==> config.mk <==
export PLATFORM = sky130hd
export DESIGN_NAME = sha1_stream_hasher_unit
export DESIGN_NICKNAME = d
export VERILOG_FILES = /design/src/sha1s_pkg.sv /design/src/sha1s_datapath.sv /design/src/sha1s_ctrl.sv /design/src/sha1_stream_hasher_unit.sv
export SDC_FILE = /design/constraint.sdc
export NUM_CORES = 2
export LEC_CHECK = 0
export BUFFER_PORTS_ARGS = -buffer_cell sky130_fd_sc_hd__buf_2
export CORE_AREA = 2 2 285 287
export CTS_BUF_LIST = sky130_fd_sc_hd__clkbuf_4 sky130_fd_sc_hd__clkbuf_8 sky130_fd_sc_hd__clkbuf_16
export CTS_CLUSTER_DIAMETER = 200
export DETAILED_ROUTE_END_ITERATION = 10
export DIE_AREA = 0 0 287 289
export PLACE_DENSITY = 0.83
export SLEW_MARGIN = 10
export SYNTH_ARGS = -nofsm -noshare
export SYNTH_HDL_FRONTEND = slang
export SYNTH_SLANG_ARGS = --single-unit
==> constraint.sdc <==
create_clock -name clock -period 75 [get_ports clock]
set_clock_uncertainty 0.1 [all_clocks]
set_input_delay 3.75 -clock clock [delete_from_list [all_inputs] [get_ports clock]]
set_output_delay 3.75 -clock clock [all_outputs]
set_load 0.03 [all_outputs]
==> src/sha1s_pkg.sv <==
package sha1s_pkg;

   // Input item codes
   localparam logic [1:0] ACT_RESTART = 2'd0;
   localparam logic [1:0] ACT_ABSORB  = 2'd1;
   localparam logic [1:0] ACT_FINISH  = 2'd2;

   // Result status codes
   localparam logic [1:0] STS_OK        = 2'd0;
   localparam logic [1:0] STS_TOO_LONG  = 2'd1;
   localparam logic [1:0] STS_STATE_ERR = 2'd2;

   // Block geometry
   localparam logic [5:0] LAST_BYTE_POS = 6'd63;
   localparam logic [5:0] LEN_FIELD_POS = 6'd56;
   localparam logic [6:0] LAST_ROUND    = 7'd79;
   localparam logic [2:0] LAST_WORD     = 3'd4;
   localparam logic [2:0] LAST_LEN_BYTE = 3'd7;

   localparam logic [7:0]  PAD_MARK  = 8'h80;
   localparam logic [63:0] COUNT_TOP = 64'hFFFF_FFFF_FFFF_FFF8;

   localparam logic [31:0] INIT_WORDS [5] = '{
      32'h67452301, 32'hEFCDAB89, 32'h98BADCFE, 32'h10325476, 32'hC3D2E1F0
   };
   localparam logic [31:0] ROUND_K [4] = '{
      32'h5A827999, 32'h6ED9EBA1, 32'h8F1BBCDC, 32'hCA62C1D6
   };

   typedef struct packed {
      logic [1:0] action;
      logic [7:0] data_byte;
   } req_type;

   typedef struct packed {
      logic [31:0] digest_word;
      logic [2:0]  word_index;
      logic [1:0]  status;
      logic        last;
   } rsp_type;

   typedef enum logic [1:0] {
      SEL_MSG,
      SEL_PAD,
      SEL_ZERO,
      SEL_LEN
   } byte_sel_type;

   typedef enum logic [2:0] {
      S_IDLE,
      S_PAD,
      S_LEN,
      S_ROUND,
      S_ADD,
      S_EMIT,
      S_EMIT_ERR
   } state_type;

   // Controller to datapath
   typedef struct packed {
      logic         restart;
      logic         shift_en;
      byte_sel_type byte_sel;
      logic [2:0]   len_idx;
      logic         count_en;
      logic         count_clear;
      logic         load_vars;
      logic         round_en;
      logic [1:0]   phase;
      logic         add_chain;
      logic         rsp_load;
      logic         rsp_error;
      logic [2:0]   rsp_index;
      logic [1:0]   rsp_status;
      logic         rsp_last;
   } cmd_type;

   // Datapath to controller
   typedef struct packed {
      logic count_top;
      logic rsp_busy;
   } sts_type;

endpackage

==> src/sha1s_datapath.sv <==
module sha1s_datapath (
   input  logic              clock,
   input  logic              reset,
   input  logic [7:0]        data_byte,
   input  sha1s_pkg::cmd_type cmd,
   output sha1s_pkg::sts_type sts,
   output logic              rsp_valid,
   input  logic              rsp_ready,
   output sha1s_pkg::rsp_type rsp_payload
);

   logic [31:0] ring_ff [16];
   logic [31:0] ring_in [16];
   logic [31:0] vars_ff [5];
   logic [31:0] vars_in [5];
   logic [31:0] chain_ff [5];
   logic [31:0] chain_in [5];
   logic [63:0] count_ff;
   logic [63:0] count_in;
   logic        rsp_valid_ff;
   logic        rsp_valid_in;
   sha1s_pkg::rsp_type rsp_ff;
   sha1s_pkg::rsp_type rsp_in;

   logic [7:0]  byte_mux;
   logic [31:0] sched_next;
   logic [31:0] f_val;
   logic [31:0] tmp_val;
   logic [31:0] va, vb, vc, vd, ve;

   assign va = vars_ff[0];
   assign vb = vars_ff[1];
   assign vc = vars_ff[2];
   assign vd = vars_ff[3];
   assign ve = vars_ff[4];

   // Pick the byte that enters the block
   always_comb begin
      unique case (cmd.byte_sel)
         sha1s_pkg::SEL_MSG:  byte_mux = data_byte;
         sha1s_pkg::SEL_PAD:  byte_mux = sha1s_pkg::PAD_MARK;
         sha1s_pkg::SEL_ZERO: byte_mux = 8'h00;
         sha1s_pkg::SEL_LEN:  byte_mux = count_ff[{~cmd.len_idx, 3'b000} +: 8];
         default:             byte_mux = 8'h00;
      endcase
   end

   // Round logic: schedule word and mixing function
   assign sched_next = ring_ff[13] ^ ring_ff[8] ^ ring_ff[2] ^ ring_ff[0];

   always_comb begin
      case (cmd.phase)
         2'd0:    f_val = (vb & vc) | (~vb & vd);
         2'd2:    f_val = (vb & vc) | (vb & vd) | (vc & vd);
         default: f_val = vb ^ vc ^ vd;
      endcase
   end

   assign tmp_val = {va[26:0], va[31:27]} + f_val + ve + ring_ff[0]
                    + sha1s_pkg::ROUND_K[cmd.phase];

   // Block buffer and schedule ring share one 16-word shift line
   always_comb begin
      for (int i = 0; i < 16; i++) begin
         ring_in[i] = ring_ff[i];
      end
      if (cmd.shift_en) begin
         for (int i = 0; i < 15; i++) begin
            ring_in[i] = {ring_ff[i][23:0], ring_ff[i + 1][31:24]};
         end
         ring_in[15] = {ring_ff[15][23:0], byte_mux};
      end else if (cmd.round_en) begin
         for (int i = 0; i < 15; i++) begin
            ring_in[i] = ring_ff[i + 1];
         end
         ring_in[15] = {sched_next[30:0], sched_next[31]};
      end
   end

   // Working variables and chaining value
   always_comb begin
      for (int i = 0; i < 5; i++) begin
         vars_in[i]  = vars_ff[i];
         chain_in[i] = chain_ff[i];
      end
      if (cmd.load_vars) begin
         for (int i = 0; i < 5; i++) begin
            vars_in[i] = chain_ff[i];
         end
      end else if (cmd.round_en) begin
         vars_in[0] = tmp_val;
         vars_in[1] = va;
         vars_in[2] = {vb[1:0], vb[31:2]};
         vars_in[3] = vc;
         vars_in[4] = vd;
      end
      if (cmd.restart) begin
         for (int i = 0; i < 5; i++) begin
            chain_in[i] = sha1s_pkg::INIT_WORDS[i];
         end
      end else if (cmd.add_chain) begin
         for (int i = 0; i < 5; i++) begin
            chain_in[i] = chain_ff[i] + vars_ff[i];
         end
      end
   end

   // Message bit count
   always_comb begin
      count_in = count_ff;
      if (cmd.restart || cmd.count_clear) begin
         count_in = '0;
      end else if (cmd.count_en) begin
         count_in = count_ff + 64'd8;
      end
   end

   // Result register: load a word, drop it once taken
   always_comb begin
      rsp_valid_in = rsp_valid_ff && !rsp_ready;
      rsp_in       = rsp_ff;
      if (cmd.rsp_load) begin
         rsp_valid_in       = 1'b1;
         rsp_in.digest_word = cmd.rsp_error ? 32'd0 : chain_ff[cmd.rsp_index];
         rsp_in.word_index  = cmd.rsp_index;
         rsp_in.status      = cmd.rsp_status;
         rsp_in.last        = cmd.rsp_last;
      end
   end

   always_ff @(posedge clock) begin
      if (reset) begin
         rsp_valid_ff <= 1'b0;
         count_ff     <= '0;
         for (int i = 0; i < 5; i++) begin
            chain_ff[i] <= sha1s_pkg::INIT_WORDS[i];
         end
      end else begin
         rsp_valid_ff <= rsp_valid_in;
         count_ff     <= count_in;
         chain_ff     <= chain_in;
      end
   end

   always_ff @(posedge clock) begin
      ring_ff <= ring_in;
      vars_ff <= vars_in;
      rsp_ff  <= rsp_in;
   end

   assign sts.count_top = (count_ff == sha1s_pkg::COUNT_TOP);
   assign sts.rsp_busy  = rsp_valid_ff && !rsp_ready;
   assign rsp_valid     = rsp_valid_ff;
   assign rsp_payload   = rsp_ff;

endmodule

==> src/sha1s_ctrl.sv <==
module sha1s_ctrl (
   input  logic               clock,
   input  logic               reset,
   input  logic               req_accept,
   input  logic [1:0]         action,
   output logic               req_ready,
   input  sha1s_pkg::sts_type sts,
   output sha1s_pkg::cmd_type cmd
);

   sha1s_pkg::state_type state_ff, state_in;
   logic [5:0] fill_ff, fill_in;
   logic [6:0] round_ff, round_in;
   logic [2:0] len_ff, len_in;
   logic [2:0] idx_ff, idx_in;
   logic       finished_ff, finished_in;
   logic [1:0] error_ff, error_in;
   logic       padding_ff, padding_in;
   logic       tail_ff, tail_in;

   always_ff @(posedge clock) begin
      if (reset) begin
         state_ff    <= sha1s_pkg::S_IDLE;
         fill_ff     <= '0;
         round_ff    <= '0;
         len_ff      <= '0;
         idx_ff      <= '0;
         finished_ff <= 1'b0;
         error_ff    <= sha1s_pkg::STS_OK;
         padding_ff  <= 1'b0;
         tail_ff     <= 1'b0;
      end else begin
         state_ff    <= state_in;
         fill_ff     <= fill_in;
         round_ff    <= round_in;
         len_ff      <= len_in;
         idx_ff      <= idx_in;
         finished_ff <= finished_in;
         error_ff    <= error_in;
         padding_ff  <= padding_in;
         tail_ff     <= tail_in;
      end
   end

   always_comb begin
      state_in    = state_ff;
      fill_in     = fill_ff;
      round_in    = round_ff;
      len_in      = len_ff;
      idx_in      = idx_ff;
      finished_in = finished_ff;
      error_in    = error_ff;
      padding_in  = padding_ff;
      tail_in     = tail_ff;

      cmd            = '0;
      cmd.byte_sel   = sha1s_pkg::SEL_MSG;
      cmd.len_idx    = len_ff;
      cmd.rsp_index  = idx_ff;
      cmd.rsp_status = error_ff;
      if (round_ff < 7'd20) begin
         cmd.phase = 2'd0;
      end else if (round_ff < 7'd40) begin
         cmd.phase = 2'd1;
      end else if (round_ff < 7'd60) begin
         cmd.phase = 2'd2;
      end else begin
         cmd.phase = 2'd3;
      end

      unique case (state_ff)
         // Take one transaction and decode it
         sha1s_pkg::S_IDLE: begin
            if (req_accept) begin
               unique case (action)
                  sha1s_pkg::ACT_RESTART: begin
                     cmd.restart = 1'b1;
                     fill_in     = '0;
                     finished_in = 1'b0;
                     error_in    = sha1s_pkg::STS_OK;
                  end
                  sha1s_pkg::ACT_ABSORB: begin
                     if (finished_ff) begin
                        error_in = sha1s_pkg::STS_STATE_ERR;
                     end else if (error_ff == sha1s_pkg::STS_OK) begin
                        cmd.shift_en = 1'b1;
                        cmd.count_en = 1'b1;
                        fill_in      = fill_ff + 6'd1;
                        if (sts.count_top) begin
                           error_in = sha1s_pkg::STS_TOO_LONG;
                        end
                        if (fill_ff == sha1s_pkg::LAST_BYTE_POS) begin
                           cmd.load_vars = 1'b1;
                           round_in      = '0;
                           state_in      = sha1s_pkg::S_ROUND;
                        end
                     end
                  end
                  sha1s_pkg::ACT_FINISH: begin
                     if (error_ff != sha1s_pkg::STS_OK) begin
                        state_in = sha1s_pkg::S_EMIT_ERR;
                     end else if (finished_ff) begin
                        idx_in   = '0;
                        state_in = sha1s_pkg::S_EMIT;
                     end else begin
                        cmd.shift_en = 1'b1;
                        cmd.byte_sel = sha1s_pkg::SEL_PAD;
                        fill_in      = fill_ff + 6'd1;
                        padding_in   = 1'b1;
                        if (fill_ff == sha1s_pkg::LAST_BYTE_POS) begin
                           cmd.load_vars = 1'b1;
                           round_in      = '0;
                           state_in      = sha1s_pkg::S_ROUND;
                        end else begin
                           state_in = sha1s_pkg::S_PAD;
                        end
                     end
                  end
                  default: begin
                  end
               endcase
            end
         end
         // Zero fill up to the length field
         sha1s_pkg::S_PAD: begin
            if (fill_ff == sha1s_pkg::LEN_FIELD_POS) begin
               len_in   = '0;
               state_in = sha1s_pkg::S_LEN;
            end else begin
               cmd.shift_en = 1'b1;
               cmd.byte_sel = sha1s_pkg::SEL_ZERO;
               fill_in      = fill_ff + 6'd1;
               if (fill_ff == sha1s_pkg::LAST_BYTE_POS) begin
                  cmd.load_vars = 1'b1;
                  round_in      = '0;
                  state_in      = sha1s_pkg::S_ROUND;
               end
            end
         end
         // Append the bit count, most significant byte first
         sha1s_pkg::S_LEN: begin
            cmd.shift_en = 1'b1;
            cmd.byte_sel = sha1s_pkg::SEL_LEN;
            fill_in      = fill_ff + 6'd1;
            len_in       = len_ff + 3'd1;
            if (len_ff == sha1s_pkg::LAST_LEN_BYTE) begin
               tail_in       = 1'b1;
               cmd.load_vars = 1'b1;
               round_in      = '0;
               state_in      = sha1s_pkg::S_ROUND;
            end
         end
         // One compression round per cycle
         sha1s_pkg::S_ROUND: begin
            cmd.round_en = 1'b1;
            round_in     = round_ff + 7'd1;
            if (round_ff == sha1s_pkg::LAST_ROUND) begin
               round_in = '0;
               state_in = sha1s_pkg::S_ADD;
            end
         end
         // Fold the block into the chaining value
         sha1s_pkg::S_ADD: begin
            cmd.add_chain = 1'b1;
            if (!padding_ff) begin
               state_in = sha1s_pkg::S_IDLE;
            end else if (tail_ff) begin
               cmd.count_clear = 1'b1;
               finished_in     = 1'b1;
               padding_in      = 1'b0;
               tail_in         = 1'b0;
               idx_in          = '0;
               state_in        = sha1s_pkg::S_EMIT;
            end else begin
               state_in = sha1s_pkg::S_PAD;
            end
         end
         // Hand out the five digest words
         sha1s_pkg::S_EMIT: begin
            if (!sts.rsp_busy) begin
               cmd.rsp_load   = 1'b1;
               cmd.rsp_status = sha1s_pkg::STS_OK;
               cmd.rsp_last   = (idx_ff == sha1s_pkg::LAST_WORD);
               idx_in         = idx_ff + 3'd1;
               if (idx_ff == sha1s_pkg::LAST_WORD) begin
                  idx_in   = '0;
                  state_in = sha1s_pkg::S_IDLE;
               end
            end
         end
         // Report the held error in place of the digest
         sha1s_pkg::S_EMIT_ERR: begin
            if (!sts.rsp_busy) begin
               cmd.rsp_load  = 1'b1;
               cmd.rsp_error = 1'b1;
               cmd.rsp_index = '0;
               cmd.rsp_last  = 1'b1;
               state_in      = sha1s_pkg::S_IDLE;
            end
         end
         default: begin
            state_in = sha1s_pkg::S_IDLE;
         end
      endcase
   end

   assign req_ready = (state_ff == sha1s_pkg::S_IDLE);

endmodule

==> src/sha1_stream_hasher_unit.sv <==
// Channel  Dir  Handshake            Payload
// req_     in   req_valid/req_ready  sha1s_pkg::req_type: action, data_byte
// rsp_     out  rsp_valid/rsp_ready  sha1s_pkg::rsp_type: digest_word, word_index, status, last
//
// A message byte is absorbed while idle; the byte that completes a block starts
// 80 rounds, then the chaining add, and no new byte is taken until they end.
// A first finish shifts in the pad, zero and length bytes (with an extra block
// if the length field no longer fits), compresses each block, then emits words.
// Reset is synchronous and loads the initial hash words. rsp_ready low holds
// digest emission; req_ready is high only while the controller is idle.
module sha1_stream_hasher_unit (
   input  logic               clock,
   input  logic               reset,
   input  logic               req_valid,
   output logic               req_ready,
   input  sha1s_pkg::req_type req_payload,
   output logic               rsp_valid,
   input  logic               rsp_ready,
   output sha1s_pkg::rsp_type rsp_payload
);

   sha1s_pkg::cmd_type cmd;
   sha1s_pkg::sts_type sts;
   logic               req_accept;

   assign req_accept = req_valid && req_ready;

   sha1s_ctrl u_ctrl (
      .clock      (clock),
      .reset      (reset),
      .req_accept (req_accept),
      .action     (req_payload.action),
      .req_ready  (req_ready),
      .sts        (sts),
      .cmd        (cmd)
   );

   sha1s_datapath u_datapath (
      .clock       (clock),
      .reset       (reset),
      .data_byte   (req_payload.data_byte),
      .cmd         (cmd),
      .sts         (sts),
      .rsp_valid   (rsp_valid),
      .rsp_ready   (rsp_ready),
      .rsp_payload (rsp_payload)
   );

   // Error reports are single-word transactions
   assert property (@(posedge clock) disable iff (reset)
      rsp_valid && (rsp_payload.status != sha1s_pkg::STS_OK)
      |-> rsp_payload.last && (rsp_payload.word_index == 3'd0))
      else $error("error report not a single final word");

   // A successful digest ends on its fifth word
   assert property (@(posedge clock) disable iff (reset)
      rsp_valid && rsp_payload.last && (rsp_payload.status == sha1s_pkg::STS_OK)
      |-> (rsp_payload.word_index == sha1s_pkg::LAST_WORD))
      else $error("digest ended early");

   // Digest words follow each other without gaps
   assert property (@(posedge clock) disable iff (reset)
      rsp_valid && rsp_ready && !rsp_payload.last
      |=> rsp_valid && (rsp_payload.word_index == $past(rsp_payload.word_index) + 3'd1))
      else $error("digest word sequence broken");

endmodule
Word-level counts from Yosys, hierarchy flattened
Index checks and enable logic that the tools add are counted.
{"block": "word_totals", "wordCells": 266, "regBits": 962, "out_inout_bits": 40, "input_bits": 14}
{"block": "op_classes", "eq_ne": 41, "n_mux": 118, "n_reduce_logical": 30, "n_addsub": 14, "magnitude_cmp": 5, "shifts": 1, "bitwise": 16}
{"cell": "$mux W512", "n": 2}
{"cell": "$mux W160", "n": 2}
{"cell": "$add A32 B32 Y32", "n": 9}
{"cell": "$xor A32 B32 Y32", "n": 5}
{"cell": "$and A32 B32 Y32", "n": 4}
{"cell": "$mux W32", "n": 4}
{"cell": "$bmux W32 S3", "n": 1}
{"cell": "$or A32 B32 Y32", "n": 3}
{"cell": "$mux W3", "n": 27}
{"cell": "$add A64 B4 Y64 const B", "n": 1}
{"cell": "$bmux W32 S2", "n": 1}
{"cell": "$eq A64 B64 Y1 const B", "n": 1}
{"cell": "$pmux W32 S2", "n": 1}
{"cell": "$shiftx A64 B7 Y8", "n": 1}
{"cell": "$mux W7", "n": 9}
{"cell": "$mux W6", "n": 6}
{"cell": "$pmux W6 S3", "n": 2}
{"cell": "$mux W1", "n": 35}
{"cell": "$not A32 Y32", "n": 1}
{"cell": "$pmux W8 S4", "n": 1}
{"cell": "$pmux W7 S4", "n": 1}
{"cell": "$pmux W3 S7", "n": 1}
{"cell": "$ne A2 B1 Y1 const B", "n": 10}
{"cell": "$pmux W3 S3", "n": 2}
{"cell": "44 further kinds", "n": 95}

Longest topological paths before layout
{"block": "depth", "ltp_word": 12, "ltp_mapped": 25, "depth_no_buf": 23}

Cells and area by module
A second synthesis with hierarchy kept.
{"block": "hier_totals", "cells_unflattened": 4566, "hier_area_um2": 54477.2}
{"module": "sha1s_datapath", "area_each_um2": 52531.6, "n_inst": 1, "cells_each": 4316, "seq_area_each_um2": 25764.7}
{"module": "sha1s_ctrl", "area_each_um2": 1939.4, "n_inst": 1, "cells_each": 249, "seq_area_each_um2": 540.5}
{"module": "sha1_stream_hasher_unit", "area_each_um2": 6.3, "n_inst": 1, "cells_each": 1, "seq_area_each_um2": 0.0}

Worst setup path after synthesis
Ideal clock, no wire load.
{"block": "synth_timing", "path_type": "input -> register", "from": "in req_payload[8] (netlist name)", "to": "reg u_datapath.ring_ff[0] (netlist name) (enable)", "slack_ps": 47695, "arrival_ps": 25807, "cell_stages": 8, "required_ps": 73502, "setup_time_ps": 1398, "path_cell_list": "inv_1 > ha_1 > clkbuf_1 > nor2_1 > nand4b_1 > nand2_1 > nor2_1 > nor2_1"}
{"block": "synth_between", "elab_chain_len": 5}
{"item": "start, declared", "line": "sha1_stream_hasher_unit.sv:16", "rtl": "input sha1s_pkg::req_type req_payload,"}
{"item": "$eq A2 B2 Y1 / $eq A2 B1 Y1 (equally long branches)", "line": "sha1s_ctrl.sv:75", "rtl": "unique case (action)"}
{"item": "$pmux W1 S2 *", "line": "sha1s_ctrl.sv:75"}
{"item": "$mux W4 *", "line": "sha1s_ctrl.sv:74", "rtl": "if (req_accept) begin"}
{"item": "$pmux W3 S3 *", "line": "sha1s_ctrl.sv:71", "rtl": "unique case (state_ff)"}
{"item": "$reduce_bool A2 Y1 (no source line) *"}
{"item": "end signal, assigned", "line": "sha1s_datapath.sv:146", "rtl": "ring_ff <= ring_in;"}
{"item": "end, declared", "line": "sha1s_datapath.sv:12", "rtl": "logic [31:0] ring_ff [16];"}
Every way passes the cells marked *; elsewhere a longest branch is shown, timed or not.
A chain may end at the register's enable or synchronous reset.

Final worst setup path
{"block": "layout_timing", "from": "in req_valid", "to": "reg u_datapath.ring_ff[321] (netlist name) (enable)"}
{"block": "layout_between", "elab_chain_len": 4}
{"item": "start, declared", "line": "sha1_stream_hasher_unit.sv:14", "rtl": "input logic req_valid,"}
{"item": "$logic_and A1 B1 Y1", "line": "sha1_stream_hasher_unit.sv:26", "rtl": "assign req_accept = req_valid && req_ready;"}
{"item": "$mux W4", "line": "sha1s_ctrl.sv:74"}
{"item": "$pmux W3 S3", "line": "sha1s_ctrl.sv:71"}
{"item": "$reduce_bool A2 Y1 (no source line)"}
Every way passes these cells.

==> metrics.txt <==
R2R Path End u_datapath.va[19]; I/O Pins 54; metal1 wirelength 54500 um; Vias 38400; Placement Rows 104; IO buf count 53; share of cells above drive strength 1 0.167; PwrDens 39.7 nW/um2; initial antenna violation count 0; syn avg cell area 11.1 um2; RR Startpoint u_ctrl.round_ff[3]; Total GRT Usage 0.318; fin crit share 0.112; WL met3 11600 um; r2r setup slk 68.06 ns; Synth Area in XOR/XNOR 0.0459; number of synthesized flops with an enable pin 710; Pleak 22.6 nW; slowest stage delay, CP 0.89 ns; largest net degree at the start of global routing 104; Synth Area in Adders 0.0919; Core ar. 79900 um2; H-tree depth 3; Highest Signal Layer met4; drt total wl 133000 um; post-route setup TNS 0 ns; syn_nets 5287; post-synthesis compound-gate area fraction 0.114; Num CTS Buffers 99; WHS 0.388 ns; register bit total from synthesis 959; mapped cell area 54700 um2; Slowest cell on crit path buf_4; Hold Path Class reg2reg; wire length per cell 21.9 um; Area growth, synth to finish 7.85%; Max Buffers Root-to-Sink 3; Post-synth top flop edfxtp_1; status complete, no violations; Antenna Cells 0; Tightest Pin Transition 1.12 ns; Levels on crit path 9; Final Setup Violations 0; post-detail-place hpwl 92000 um; Synth top cells by count edfxtp_1 (710), nand2_1 (496), mux2_2 (471); fin crit period 8.42 ns; CP max FO 78; Most common cell on crit path buf_4; Max Slew Vio Count 0; register area share after synthesis 0.481; Via density 6.33; WS Path Type in2reg; reg2reg path depth 20; global-route wire length before repair 207000 um; CP Data Arrival Time 8.59 ns; CTS tree built; Netlist cell types 90; post-synthesis mux area share 0.123; CP Launch Type input port; MaxCap Viol Count 0; Slew HR 0.253; Mapped Cells 4946; Synthesis Warnings 0; Reg clk slew, reported paths 0.06 ns; achievable frequency 119 MHz; met2 WL post-DR 62600 um; CTS Root Cell clkbuf_16; WP data required 75.17 ns; clk_lat worst skew 0.68 ns; post-CTS setup repair buffer count 0; CTS resizes 0; most frequent cell after synthesis edfxtp_1; Post-CTS Hold Buffers 0; Worst setup endpoint u_datapath.ring_ff[321]; asr flop ratio synth 0; vias in the first global route 37300; Die Height 289 um; global placement routability congestion 0.957; RSZ-0062 raised after global routing no; Area contributors post-synth edfxtp_1 (39%), mux2_2 (9.7%), dfxtp_1 (9.1%); width of the die 287 um; Yosys top cell by area edfxtp_1; final global-route overflow total 0; Routed Antenna Nets 0; drt first pass iters 6; DR DRC count 0; Starting Density 0.685; die area 82900 um2; Hold Fails Final Rpt 0; critical path, cell by cell buf_2, nor4b_4, nand4b_1, nand2_1, nor2_1, nor2_4, buf_4, buf_4, buf_4; fin nets 5261; crit-path leading delay family buffers and inverters; main combinational cell family by area after synthesis multiplexers; area share of the largest cell type after synthesis 0.389; crit end category flop; launch point of the worst path req_valid; DR iter-0 viols 4113; Simple-Gate Fraction of Synth Area 0.106; clock sink count 959; CP bufs+invs 4; peak supply drop 0.0336 mV
## layer usage
layer | GRT usage | vias to the layer above
met5 | 0 | -
met4 | 0.112 | 0
li1 | - | 17800
met2 | 0.515 | 1653
met3 | 0.0532 | 237
met1 | 0.438 | 18700
## placed cells by master, fill, tap and decap left out, types with 11 or more instances in the layout
| cell type | count |
|---|---|
| a21o_1 | 101 |
| a211oi_1 | 31 |
| inv_1 | 318 |
| clkbuf_16 | 100 |
| or3_1 | 58 |
| buf_2 | 53 |
| clkinv_2 | 18 |
| mux2i_1 | 46 |
| and3_1 | 38 |
| xnor2_1 | 182 |
| nand3_1 | 96 |
| a21oi_1 | 322 |
| o221ai_1 | 24 |
| fa_1 | 125 |
| a31oi_1 | 25 |
| nand2b_1 | 30 |
| dfxtp_1 | 248 |
| o21ai_0 | 290 |
| buf_4 | 44 |
| xor2_1 | 105 |
| o21bai_1 | 17 |
| and2_1 | 37 |
| mux2_2 | 471 |
| or2_2 | 11 |
| o211ai_1 | 55 |
| nand4_1 | 23 |
| nor2_1 | 315 |
| clkbuf_4 | 36 |
| o21ai_1 | 12 |
| mux4_2 | 44 |
| and2_0 | 11 |
| o21a_1 | 16 |
| edfxtp_1 | 710 |
| nor3_1 | 61 |
| o31ai_1 | 13 |
| nor2b_1 | 30 |
| nand2_1 | 493 |
| ha_1 | 202 |
| clkinv_1 | 13 |
## flip-flops by register name, indices dropped and copies added, names as in the netlist, 2 cells and up
| signal | count |
|---|---|
| u_datapath.ring_ff | 512 |
| u_datapath.chain_ff | 160 |
| u_datapath.count_ff | 61 |
| u_datapath.rsp_payload | 38 |
| u_datapath.va | 32 |
| u_datapath.vb | 32 |
| u_datapath.vc | 32 |
| u_datapath.vd | 32 |
| u_datapath.ve | 32 |
| u_ctrl.round_ff | 7 |
| u_ctrl.fill_ff | 6 |
| u_ctrl.idx_ff | 3 |
| u_ctrl.len_ff | 3 |
| u_ctrl.state_ff | 3 |
| u_ctrl.error_ff | 2 |
## area by class of cell
class,instances,area (um2)
tap,1060,1330
clock inverter,42,345
inverter,318,1190
sequential,959,26300
timing repair buffer,97,596
clock buffer,142,2860
multi-input combinational,3445,26400
fill,5283,20900
## logic make-up after synthesis
family	count (synthesis)
AND/OR/NAND/NOR	1259
AO/OA/AOI/OAI	1011
flip-flops	959
multiplexers	561
buffers and inverters	542
adder cells (fa/ha/maj)	327
XOR/XNOR	287
## stage by stage
| stage | worst slack, ns | power, W | util | cell area, um2 | instances |
|---|---|---|---|---|---|
| final | 66.58 | 0.00234 | 0.739 | 59000 | 6063 |
| after global placement | 66.01 | 0.00180 | 0.699 | 55800 | 5879 |
| after detailed placement | 65.90 | 0.00184 | 0.699 | 55800 | 5879 |
| after global routing | 66.18 | 0.00247 | 0.739 | 59000 | 6063 |
| after floorplan | 47.70 | 0.00174 | - | 54700 | 4946 |
| after CTS | 66.64 | 0.00235 | 0.739 | 59000 | 6063 |
## how the worst min path moves through the flow
stage,startpoint,end,cells after the start
after CTS,u_datapath.chain_ff[63],u_datapath.chain_ff[63],2
final,u_datapath.chain_ff[32],u_datapath.chain_ff[32],2
after global placement,u_ctrl.fill_ff[5],u_ctrl.fill_ff[5],2
after detailed placement,u_datapath.chain_ff[63],u_datapath.chain_ff[63],2
after global routing,u_datapath.chain_ff[32],u_datapath.chain_ff[32],2
after floorplan,u_datapath.chain_ff[159],u_datapath.chain_ff[159],2
## report_power, final
group | switching (W) | internal, W
Combinational | 0.000460 | 0.000404
Sequential | 0.000125 | 0.000870
Clock | 0.000212 | 0.000274
Total | 0.000797 | 0.00155
## tightest hold or removal path: stages (launching register included)
cell and delay [ns]:
dfxtp_1 0.33, nand2_1 0.06, a21oi_1 0.05
No activity file was read; power rests on OpenSTA's default activity.
